**src/design/hcc_pkg.sv**
```systemverilog
`timescale 1ns / 1ps
// ----------------------------------------------------------------------------
// hcc_pkg
// Shared types, constants and a lookup function of the credential checker.
// ----------------------------------------------------------------------------
package hcc_pkg;

    localparam int unsigned BYTE_W    = 8;
    localparam int unsigned LEN_W     = 4;
    localparam int unsigned CFG_DATA_W = 64;
    localparam int unsigned CFG_IDX_W = 2;
    localparam int unsigned TOK_LOW_W  = 64;
    localparam int unsigned TOK_HIGH_W = 56;

    localparam logic [CFG_IDX_W-1:0] CFG_TOKEN_LENGTH = 2'd0;
    localparam logic [CFG_IDX_W-1:0] CFG_TOKEN_LOW    = 2'd1;
    localparam logic [CFG_IDX_W-1:0] CFG_TOKEN_HIGH   = 2'd2;

    localparam logic [BYTE_W-1:0] STRUCT_MARK_LO = 8'hB0;
    localparam logic [BYTE_W-1:0] STRUCT_MARK_HI = 8'hBF;
    localparam logic [BYTE_W-1:0] HELLO_SIG      = 8'h01;
    localparam logic [BYTE_W-1:0] MAP_MARK_LO    = 8'hA0;
    localparam logic [BYTE_W-1:0] MAP_MARK_HI    = 8'hAF;
    localparam logic [BYTE_W-1:0] STR_MARK_LO    = 8'h80;
    localparam logic [BYTE_W-1:0] STR_MARK_HI    = 8'h8F;

    localparam logic [LEN_W-1:0] CRED_KEY_LEN = 4'd11;
    localparam logic [LEN_W-1:0] TOKEN_NONE   = 4'd15;

    typedef enum logic [2:0] {
        PH_STRUCT  = 3'd0,
        PH_SIG     = 3'd1,
        PH_MAP     = 3'd2,
        PH_KEYMARK = 3'd3,
        PH_KEY     = 3'd4,
        PH_VALMARK = 3'd5,
        PH_VAL     = 3'd6,
        PH_DONE    = 3'd7
    } t_phase;

    typedef enum logic [1:0] {
        ST_OK        = 2'd0,
        ST_REQUIRED  = 2'd1,
        ST_MALFORMED = 2'd2,
        ST_INVALID   = 2'd3
    } t_status;

    typedef struct packed {
        logic [LEN_W-1:0]  token_length;
        logic [BYTE_W-1:0] token_byte;
    } t_token_info;

    // Characters of the "credentials" key; positions past the key give zero.
    function automatic logic [BYTE_W-1:0] cred_char(input logic [LEN_W-1:0] idx);
        logic [BYTE_W-1:0] c;
        case (idx)
            4'd0:    c = 8'h63; // c
            4'd1:    c = 8'h72; // r
            4'd2:    c = 8'h65; // e
            4'd3:    c = 8'h64; // d
            4'd4:    c = 8'h65; // e
            4'd5:    c = 8'h6E; // n
            4'd6:    c = 8'h74; // t
            4'd7:    c = 8'h69; // i
            4'd8:    c = 8'h61; // a
            4'd9:    c = 8'h6C; // l
            4'd10:   c = 8'h73; // s
            default: c = 8'h00;
        endcase
        return c;
    endfunction

endpackage

```
**src/design/hcc_token_regs.sv**
```systemverilog
`timescale 1ns / 1ps
// ----------------------------------------------------------------------------
// hcc_token_regs
// Token configuration registers and selection of the token byte to compare.
// ----------------------------------------------------------------------------
module hcc_token_regs
    import hcc_pkg::*;
(
    input  logic                  i_clk,
    input  logic                  i_rst_n,
    input  logic                  i_cfg_we,
    input  logic [CFG_IDX_W-1:0]  i_cfg_index,
    input  logic [CFG_DATA_W-1:0] i_cfg_data,
    input  logic [LEN_W-1:0]      i_byte_index,
    output t_token_info           o_token
);

    logic [LEN_W-1:0]      r_token_length;
    logic [TOK_LOW_W-1:0]  r_token_low;
    logic [TOK_HIGH_W-1:0] r_token_high;
    logic [BYTE_W-1:0]     n_token_byte;

    always_ff @(posedge i_clk) begin
        if (!i_rst_n) begin
            r_token_length <= '0;
            r_token_low    <= '0;
            r_token_high   <= '0;
        end else if (i_cfg_we) begin
            case (i_cfg_index)
                CFG_TOKEN_LENGTH: r_token_length <= i_cfg_data[LEN_W-1:0];
                CFG_TOKEN_LOW:    r_token_low    <= i_cfg_data[TOK_LOW_W-1:0];
                CFG_TOKEN_HIGH:   r_token_high   <= i_cfg_data[TOK_HIGH_W-1:0];
                default: begin
                end
            endcase
        end
    end

    // pick the byte at the current value position
    always_comb begin
        if (i_byte_index == TOKEN_NONE) begin
            n_token_byte = '0;
        end else if (!i_byte_index[3]) begin
            n_token_byte = r_token_low[{i_byte_index[2:0], 3'b000} +: BYTE_W];
        end else begin
            n_token_byte = r_token_high[{i_byte_index[2:0], 3'b000} +: BYTE_W];
        end
    end

    assign o_token.token_length = r_token_length;
    assign o_token.token_byte   = n_token_byte;

endmodule

```
**src/design/hcc_parser.sv**
```systemverilog
`timescale 1ns / 1ps
// ----------------------------------------------------------------------------
// hcc_parser
// Per-byte parse state of the HELLO message and status at the last byte.
// ----------------------------------------------------------------------------
module hcc_parser
    import hcc_pkg::*;
(
    input  logic              i_clk,
    input  logic              i_rst_n,
    input  logic              i_step,
    input  logic [BYTE_W-1:0] i_byte,
    input  logic              i_last,
    input  t_token_info       i_token,
    output logic [LEN_W-1:0]  o_string_index,
    output t_status           o_status
);

    t_phase           r_phase,          n_phase;
    t_status          r_first_error,    n_first_error;
    logic             r_error_seen,     n_error_seen;
    logic [LEN_W-1:0] r_entries_left,   n_entries_left;
    logic [LEN_W-1:0] r_string_left,    n_string_left;
    logic [LEN_W-1:0] r_string_index,   n_string_index;
    logic             r_key_matches,    n_key_matches;
    logic             r_value_mismatch, n_value_mismatch;
    logic             r_credentials_ok, n_credentials_ok;
    logic             raise;
    t_status          raise_code;
    logic             finish;
    logic             str_mark_ok;

    assign str_mark_ok = (i_byte >= STR_MARK_LO) && (i_byte <= STR_MARK_HI);

    always_comb begin
        n_phase          = r_phase;
        n_first_error    = r_first_error;
        n_error_seen     = r_error_seen;
        n_entries_left   = r_entries_left;
        n_string_left    = r_string_left;
        n_string_index   = r_string_index;
        n_key_matches    = r_key_matches;
        n_value_mismatch = r_value_mismatch;
        n_credentials_ok = r_credentials_ok;
        raise            = 1'b0;
        raise_code       = ST_REQUIRED;
        finish           = 1'b0;

        case (r_phase)
            PH_STRUCT: begin
                if (i_byte < STRUCT_MARK_LO || i_byte > STRUCT_MARK_HI) begin
                    raise = 1'b1;
                end else begin
                    n_phase = PH_SIG;
                end
            end
            PH_SIG: begin
                if (i_byte != HELLO_SIG) begin
                    raise = 1'b1;
                end else begin
                    n_phase = PH_MAP;
                end
            end
            PH_MAP: begin
                if (i_byte < MAP_MARK_LO || i_byte > MAP_MARK_HI) begin
                    raise = 1'b1;
                end else begin
                    n_entries_left = i_byte[LEN_W-1:0];
                    n_phase = (i_byte[LEN_W-1:0] != '0) ? PH_KEYMARK : PH_DONE;
                end
            end
            PH_KEYMARK: begin
                if (!str_mark_ok) begin
                    raise      = 1'b1;
                    raise_code = ST_MALFORMED;
                end else begin
                    n_string_left  = i_byte[LEN_W-1:0];
                    n_string_index = '0;
                    n_key_matches  = (i_byte[LEN_W-1:0] == CRED_KEY_LEN);
                    n_phase = (i_byte[LEN_W-1:0] != '0) ? PH_KEY : PH_VALMARK;
                end
            end
            PH_KEY: begin
                if (r_key_matches && (r_string_index >= CRED_KEY_LEN
                        || i_byte != cred_char(r_string_index))) begin
                    n_key_matches = 1'b0;
                end
                n_string_index = r_string_index + 1'b1;
                n_string_left  = r_string_left - 1'b1;
                if (n_string_left == '0) begin
                    n_phase = PH_VALMARK;
                end
            end
            PH_VALMARK: begin
                if (!str_mark_ok) begin
                    raise      = 1'b1;
                    raise_code = ST_MALFORMED;
                end else begin
                    n_string_left    = i_byte[LEN_W-1:0];
                    n_string_index   = '0;
                    n_value_mismatch = (i_byte[LEN_W-1:0] != i_token.token_length);
                    if (i_byte[LEN_W-1:0] != '0) begin
                        n_phase = PH_VAL;
                    end else begin
                        finish = 1'b1;
                    end
                end
            end
            PH_VAL: begin
                if (i_byte != i_token.token_byte) begin
                    n_value_mismatch = 1'b1;
                end
                n_string_index = r_string_index + 1'b1;
                n_string_left  = r_string_left - 1'b1;
                if (n_string_left == '0) begin
                    finish = 1'b1;
                end
            end
            default: begin
            end
        endcase

        if (finish) begin
            if (r_key_matches) begin
                n_credentials_ok = !n_value_mismatch;
            end
            n_key_matches  = 1'b0;
            n_entries_left = r_entries_left - 1'b1;
            n_phase = (n_entries_left != '0) ? PH_KEYMARK : PH_DONE;
        end

        if (raise) begin
            if (!r_error_seen) begin
                n_error_seen  = 1'b1;
                n_first_error = raise_code;
            end
            n_phase = PH_DONE;
        end

        // status as seen after this byte
        if (i_token.token_length == '0) begin
            o_status = ST_OK;
        end else if (n_error_seen) begin
            o_status = n_first_error;
        end else if (n_phase == PH_STRUCT || n_phase == PH_SIG || n_phase == PH_MAP) begin
            o_status = ST_REQUIRED;
        end else if (n_phase != PH_DONE) begin
            o_status = ST_MALFORMED;
        end else if (n_credentials_ok) begin
            o_status = ST_OK;
        end else begin
            o_status = ST_INVALID;
        end
    end

    always_ff @(posedge i_clk) begin
        if (!i_rst_n || (i_step && i_last)) begin
            r_phase          <= PH_STRUCT;
            r_first_error    <= ST_OK;
            r_error_seen     <= 1'b0;
            r_entries_left   <= '0;
            r_string_left    <= '0;
            r_string_index   <= '0;
            r_key_matches    <= 1'b0;
            r_value_mismatch <= 1'b0;
            r_credentials_ok <= 1'b0;
        end else if (i_step) begin
            r_phase          <= n_phase;
            r_first_error    <= n_first_error;
            r_error_seen     <= n_error_seen;
            r_entries_left   <= n_entries_left;
            r_string_left    <= n_string_left;
            r_string_index   <= n_string_index;
            r_key_matches    <= n_key_matches;
            r_value_mismatch <= n_value_mismatch;
            r_credentials_ok <= n_credentials_ok;
        end
    end

    assign o_string_index = r_string_index;

    a_error_ends_parse: assert property (@(posedge i_clk) disable iff (!i_rst_n)
        r_error_seen |-> r_phase == PH_DONE)
        else $error("error recorded while parse still active");

    a_no_error_code: assert property (@(posedge i_clk) disable iff (!i_rst_n)
        !r_error_seen |-> r_first_error == ST_OK)
        else $error("error code set without an error");

    a_last_clears: assert property (@(posedge i_clk) disable iff (!i_rst_n)
        (i_step && i_last) |=> (r_phase == PH_STRUCT && !r_error_seen
            && !r_credentials_ok))
        else $error("message state not cleared after last byte");

    a_no_key_in_header: assert property (@(posedge i_clk) disable iff (!i_rst_n)
        (r_phase == PH_STRUCT || r_phase == PH_SIG || r_phase == PH_MAP)
            |-> !r_key_matches)
        else $error("key match flag set before the map");

endmodule

```
**src/design/hello_credential_checker_core.sv**
```systemverilog
`timescale 1ns / 1ps
// ----------------------------------------------------------------------------
// hello_credential_checker_core
// Streaming check of the credentials entry of a HELLO message.
// ----------------------------------------------------------------------------
// Usage:
//   Input channel (i_valid / o_ready) carries one payload byte per word, with
//   i_last_byte on the final byte. Output channel (o_valid / i_ready) carries
//   one o_auth_status word per message, produced at its last byte; other bytes
//   produce nothing.
//   Each accepted byte goes into an input register and is parsed from there;
//   the status of a last byte lands in the output register, which drives
//   o_valid. Throughput is one byte per cycle, but a last byte waits while
//   the output slot is occupied; the per-byte parse step is the only work.
//   If the receiver stalls, the output register holds the status; non-last
//   bytes keep flowing, and a further last byte waits in the input register,
//   holding o_ready low, until the output slot frees.
//   Synchronous reset clears the token registers, parse state and both
//   valid flags. Write the token registers through i_cfg_* while idle.
// ----------------------------------------------------------------------------
module hello_credential_checker_core
    import hcc_pkg::*;
(
    input  logic                  i_clk,
    input  logic                  i_rst_n,
    input  logic                  i_cfg_we,
    input  logic [CFG_IDX_W-1:0]  i_cfg_index,
    input  logic [CFG_DATA_W-1:0] i_cfg_data,
    input  logic                  i_valid,
    output logic                  o_ready,
    input  logic [BYTE_W-1:0]     i_data_byte,
    input  logic                  i_last_byte,
    output logic                  o_valid,
    input  logic                  i_ready,
    output logic [1:0]            o_auth_status
);

    logic              r_in_valid;
    logic [BYTE_W-1:0] r_in_byte;
    logic              r_in_last;
    logic              r_out_valid;
    t_status           r_out_status;
    logic              out_free;
    logic              step;
    t_token_info       token;
    logic [LEN_W-1:0]  string_index;
    t_status           status;

    assign out_free = !r_out_valid || i_ready;
    assign step     = r_in_valid && (!r_in_last || out_free);
    assign o_ready  = !r_in_valid || step;

    always_ff @(posedge i_clk) begin
        if (!i_rst_n) begin
            r_in_valid <= 1'b0;
        end else if (o_ready) begin
            r_in_valid <= i_valid;
        end
    end

    always_ff @(posedge i_clk) begin
        if (o_ready && i_valid) begin
            r_in_byte <= i_data_byte;
            r_in_last <= i_last_byte;
        end
    end

    hcc_token_regs u_token (
        .i_clk        (i_clk),
        .i_rst_n      (i_rst_n),
        .i_cfg_we     (i_cfg_we),
        .i_cfg_index  (i_cfg_index),
        .i_cfg_data   (i_cfg_data),
        .i_byte_index (string_index),
        .o_token      (token)
    );

    hcc_parser u_parser (
        .i_clk          (i_clk),
        .i_rst_n        (i_rst_n),
        .i_step         (step),
        .i_byte         (r_in_byte),
        .i_last         (r_in_last),
        .i_token        (token),
        .o_string_index (string_index),
        .o_status       (status)
    );

    always_ff @(posedge i_clk) begin
        if (!i_rst_n) begin
            r_out_valid <= 1'b0;
        end else if (step && r_in_last) begin
            r_out_valid <= 1'b1;
        end else if (i_ready) begin
            r_out_valid <= 1'b0;
        end
    end

    always_ff @(posedge i_clk) begin
        if (step && r_in_last) begin
            r_out_status <= status;
        end
    end

    assign o_valid       = r_out_valid;
    assign o_auth_status = r_out_status;

endmodule

```
**config.mk**
```make
export PLATFORM = sky130hd
export DESIGN_NAME = hello_credential_checker_core
export DESIGN_NICKNAME = d
export VERILOG_FILES = /design/src/design/hcc_pkg.sv /design/src/design/hcc_token_regs.sv /design/src/design/hcc_parser.sv /design/src/design/hello_credential_checker_core.sv
export SDC_FILE = /design/constraint.sdc
export NUM_CORES = 1
export LEC_CHECK = 0
export ABC_AREA = 1
export BUFFER_PORTS_ARGS = -buffer_cell sky130_fd_sc_hd__buf_4
export CAP_MARGIN = 0
export CELL_PAD_IN_SITES_DETAIL_PLACEMENT = 0
export CELL_PAD_IN_SITES_GLOBAL_PLACEMENT = 1
export CORE_MARGIN = 2
export CORE_UTILIZATION = 42
export DETAILED_ROUTE_END_ITERATION = 7
export PLACE_DENSITY = 0.8
export SYNTH_ARGS = -nofsm -noshare
export SYNTH_HDL_FRONTEND = slang
export SYNTH_SLANG_ARGS = --single-unit
```
**constraint.sdc**
```tcl
create_clock -name i_clk -period 2.19 [get_ports i_clk]
set_input_delay 0.1095 -clock i_clk [delete_from_list [all_inputs] [get_ports i_clk]]
set_output_delay 0.1095 -clock i_clk [all_outputs]
set_load 0.005 [all_outputs]
```
==> run_results.csv <==
group,metric,value,unit
drt,via_per_inst,4.94,
worst_setup_path,rr_worst_depth,19,
worst_setup_path,regToRegStartpoint,"u_parser.o_string_index[3]$_SDFFE_PP0P_",
die,dieArea,20400,µm²
drt,wirelength,24.3,mm
clock_network,cts_buffer_depth,2,
synthesis,syn_area,8100,µm²
finish,final_area,11400,µm²
finish,nNetsFinal,1486,
hold_path,hold_path_depth,4,
timing,rsz0062_at_grt,"true",
drt,vias,8261,
place,dp_hpwl,15.8,mm
timing,setup-violations-final,2,
timing,slew_headroom,54.9,%
grt,grt_antenna_before_repair,0,
power,power.total,7.16,mW
timing,min_period,2.24,ns
finish,num_antenna_cells,0,
clock_network,cts_buffers,17,
clock_network,clk_latency,0.44,ns
power,power.density,626,nW/µm²
place,place_area,9430,µm²
finish,area_growth,41.3,%
clock_network,htree_levels,4,
grt,grtUsageTotal,24.2,%
clock_network,clock_sinks,164,
synthesis,synth_seq_area_share,41.9,%
timing,report.final.hold_viol_count,0,
synthesis,postSynthAreaPerCell,6.82,µm²
timing,finClkSkew,0.00923,ns
job,cap_violations,0,
synthesis,ys_types,46,
finish,layout_commonest_cell,"nand2_1",
timing,fin_crit_sh,102,%
synthesis,yosys_warnings,0,
grt,grt_overflow,0,
die,die_x,143,µm
drt,wl_per_cell,14.6,µm
drt,drtIter0Drc,529,
timing,tightest_slew,0.676,ns
outcome,run_status,"finished, violations left",
hold_path,min_to,"o_valid$_SDFFE_PN0P_",
die,design.core.area,18800,µm²
power,vdd_ir_drop_max,523,µV
hold_path,min_from,"i_ready",
place,port_buffers,83,
synthesis,ys_ff_latch,164,
die,placementRows,50,
worst_setup_path,crit_path_start_kind,"register",
die,boundaryPins,84,
worst_setup_path,rrSetupSlack,-0.05,ns
worst_setup_path,cp_data_arrival_time,2.43,ns
worst_setup_path,path_class,"reg -> reg",
timing,fmax,446,MHz
grt,grt_pass1_wl,38.8,mm
outcome,violations,"setup timing",
timing,worst_slack,-0.0512,ns
worst_setup_path,critPathRequiredTime,2.38,ns
worst_setup_path,endpoint_kind,"register",
drt,drcViolationCount,0,
place,gp_congestion,0.886,
clock_network,tritoncts,"done",
synthesis,syn_nets,1275,
hold_path,hp-class,"in -> reg",
power,p_leak,4.98,nW
drt,dr.pass1.iters,5,
clock_network,clockRootBuffer,"clkbuf_16",
die,die_h,143,µm
clock_network,clkTransAtPathRegs,0.07,ns
finish,final_cell_mix,"nand2_1 (187), nor2_1 (163), buf_4 (163), o21ai_0 (151), dfxtp_1 (148)",
finish,postLayoutCoreUtil,60.8,%
worst_setup_path,worst-path-max-fanout,7,
timing,drv_slew,0,
grt,grt_max_degree,127,
worst_setup_path,r2r-end,"o_auth_status[1]$_SDFFCE_PN0P_",
drt,ant_nets,0,
finish,drive_above_1_share,25.1,%
grt,first_global_vias,7694,
synthesis,synthCells,1187,
die,initial_utilization,43.0,%
[logic make-up after synthesis]
family | after synthesis | synth area share [%]
xor gates and xnor gates | 13 | 1.50
and+or+nand+nor | 503 | 25.8
AOI/OAI and AO/OA | 282 | 18.8
buffers and inverters | 217 | 10.8
adders and majority gates | 8 | 1.24
DFF | 164 | 41.9
[how the worst max path moves through the flow]
stage,startpoint,to,cells after the start
2_1_floorplan,o_valid$_SDFFE_PN0P_,register,16
3_3_place_gp,u_parser.o_string_index[1]$_SDFFE_PP0P_,o_auth_status[1]$_SDFFCE_PN0P_,15
3_5_place_dp,u_parser.o_string_index[3]$_SDFFE_PP0P_,o_auth_status[1]$_SDFFCE_PN0P_,21
4_1_cts,u_parser.o_string_index[3]$_SDFFE_PP0P_,o_auth_status[1]$_SDFFCE_PN0P_,22
5_1_grt,u_parser.o_string_index[3]$_SDFFE_PP0P_,o_auth_status[0]$_SDFFCE_PN0P_,22
6_report,u_parser.o_string_index[3]$_SDFFE_PP0P_,o_auth_status[1]$_SDFFCE_PN0P_,19
[worst max-delay path, cell delays in order (launching register included)]
cell	delay (ns)
dfxtp_4	0.36
buf_12	0.15
buf_8	0.13
buf_16	0.13
nand2_1	0.06
nand3_1	0.09
nand3_2	0.10
nand3_2	0.10
nand2_2	0.10
nand3_1	0.06
nand2_1	0.07
nand2_1	0.04
nor2_1	0.10
nand2_1	0.07
nand2_1	0.07
nand2_1	0.07
nand2_2	0.09
nand3_2	0.07
nand2_2	0.07
a21oi_2	0.04
[per-stage QoR]
step	setup WS [ns]	instances	setup TNS, ns	hold slack [ns]
floorplan	0.177	1187	0	0.208
global placement	-0.0814	1542	-0.232	0.289
detailed placement	-0.0879	1542	-0.287	0.289
CTS	-0.0269	1660	-0.0428	0.0250
global route	-0.194	1671	-0.803	0.0369
finish	-0.0512	1671	-0.0772	0.0306
[synthesized netlist by cell type (all sizes together)]
cell / count / area share [%]
nand2: 230 / 11
nor2: 184 / 9.1
o21ai: 160 / 10
dfxtp: 153 / 38
inv: 147 / 6.9
a21oi: 95 / 6.1
nand3: 68 / 4.2
clkbuf: 46 / 2.1
buf: 20 / 1.5
nor3: 13 / 0.80
edfxtp: 11 / 4.1
xor2: 9 / 1.1
ha: 8 / 1.2
o211ai: 8 / 0.91
a211oi: 5 / 0.46
a31oi: 5 / 0.39
clkinv: 4 / 0.19
nand4: 4 / 0.31
xnor2: 4 / 0.43
o2111ai: 2 / 0.22
o31ai: 2 / 0.19
a21boi: 1 / 0.093
a2bb2oi: 1 / 0.11
a31o: 1 / 0.11
and3: 1 / 0.077
nor4: 1 / 0.077
o21a: 1 / 0.093
o22ai: 1 / 0.077
or2: 1 / 0.077
or4: 1 / 0.093
[flip-flops by register name (all words and copies together), names as in the netlist, 2 cells and up, named ones only]
register and count:
u_token.r_token_low 64, u_token.r_token_high 56, r_in_byte 8, u_parser.o_string_index 4, u_parser.r_entries_left 4, u_parser.r_string_left 4
u_token.r_token_length 4, u_parser.r_phase 3, o_auth_status 2, u_parser.r_first_error 2
[repair_timing]
action | CTS | global route
pin swaps | 24 | 37
buffers inserted | 6 | 13
endpoints found under the hold margin | 130 | 0
gates resized for setup | 60 | 75
hold buffers | 74 | 0
endpoints found under the setup margin | 4 | 11
gates cloned | 6 | 0
[where the power goes]
group | internal [mW] | switching (mW) | total, mW | leakage, nW
logic | 0.484 | 0.549 | 1.03 | 3.36
registers | 3.17 | 0.0767 | 3.24 | 1.36
clock network | 1.58 | 1.30 | 2.89 | 0.260
total | 5.23 | 1.93 | 7.16 | 4.98
[per-layer routing]
| metal | share of wire, % | vias to the layer above | track usage [%] |
|---|---|---|---|
| li1 | - | 4228 | - |
| met1 | 49 | 3846 | 33.8 |
| met2 | 46 | 160 | 38.9 |
| met3 | 3.6 | 27 | 4.02 |
| met4 | 1.4 | 0 | 6.10 |
| met5 | 0 | - | 0 |
[final cells by class]
| type | instances | area, µm² |
|---|---|---|
| Clock buffer | 20 | 437 |
| Sequential cell | 164 | 3400 |
| Timing Repair Buffer | 258 | 2350 |
| Multi-Input combinational cell | 806 | 4220 |
| Tap cell | 260 | 325 |
| Inverter | 151 | 584 |
| Clock inverter | 12 | 120 |
| Fill cell | 1737 | 7390 |
Power figures use the tool's default switching activity.
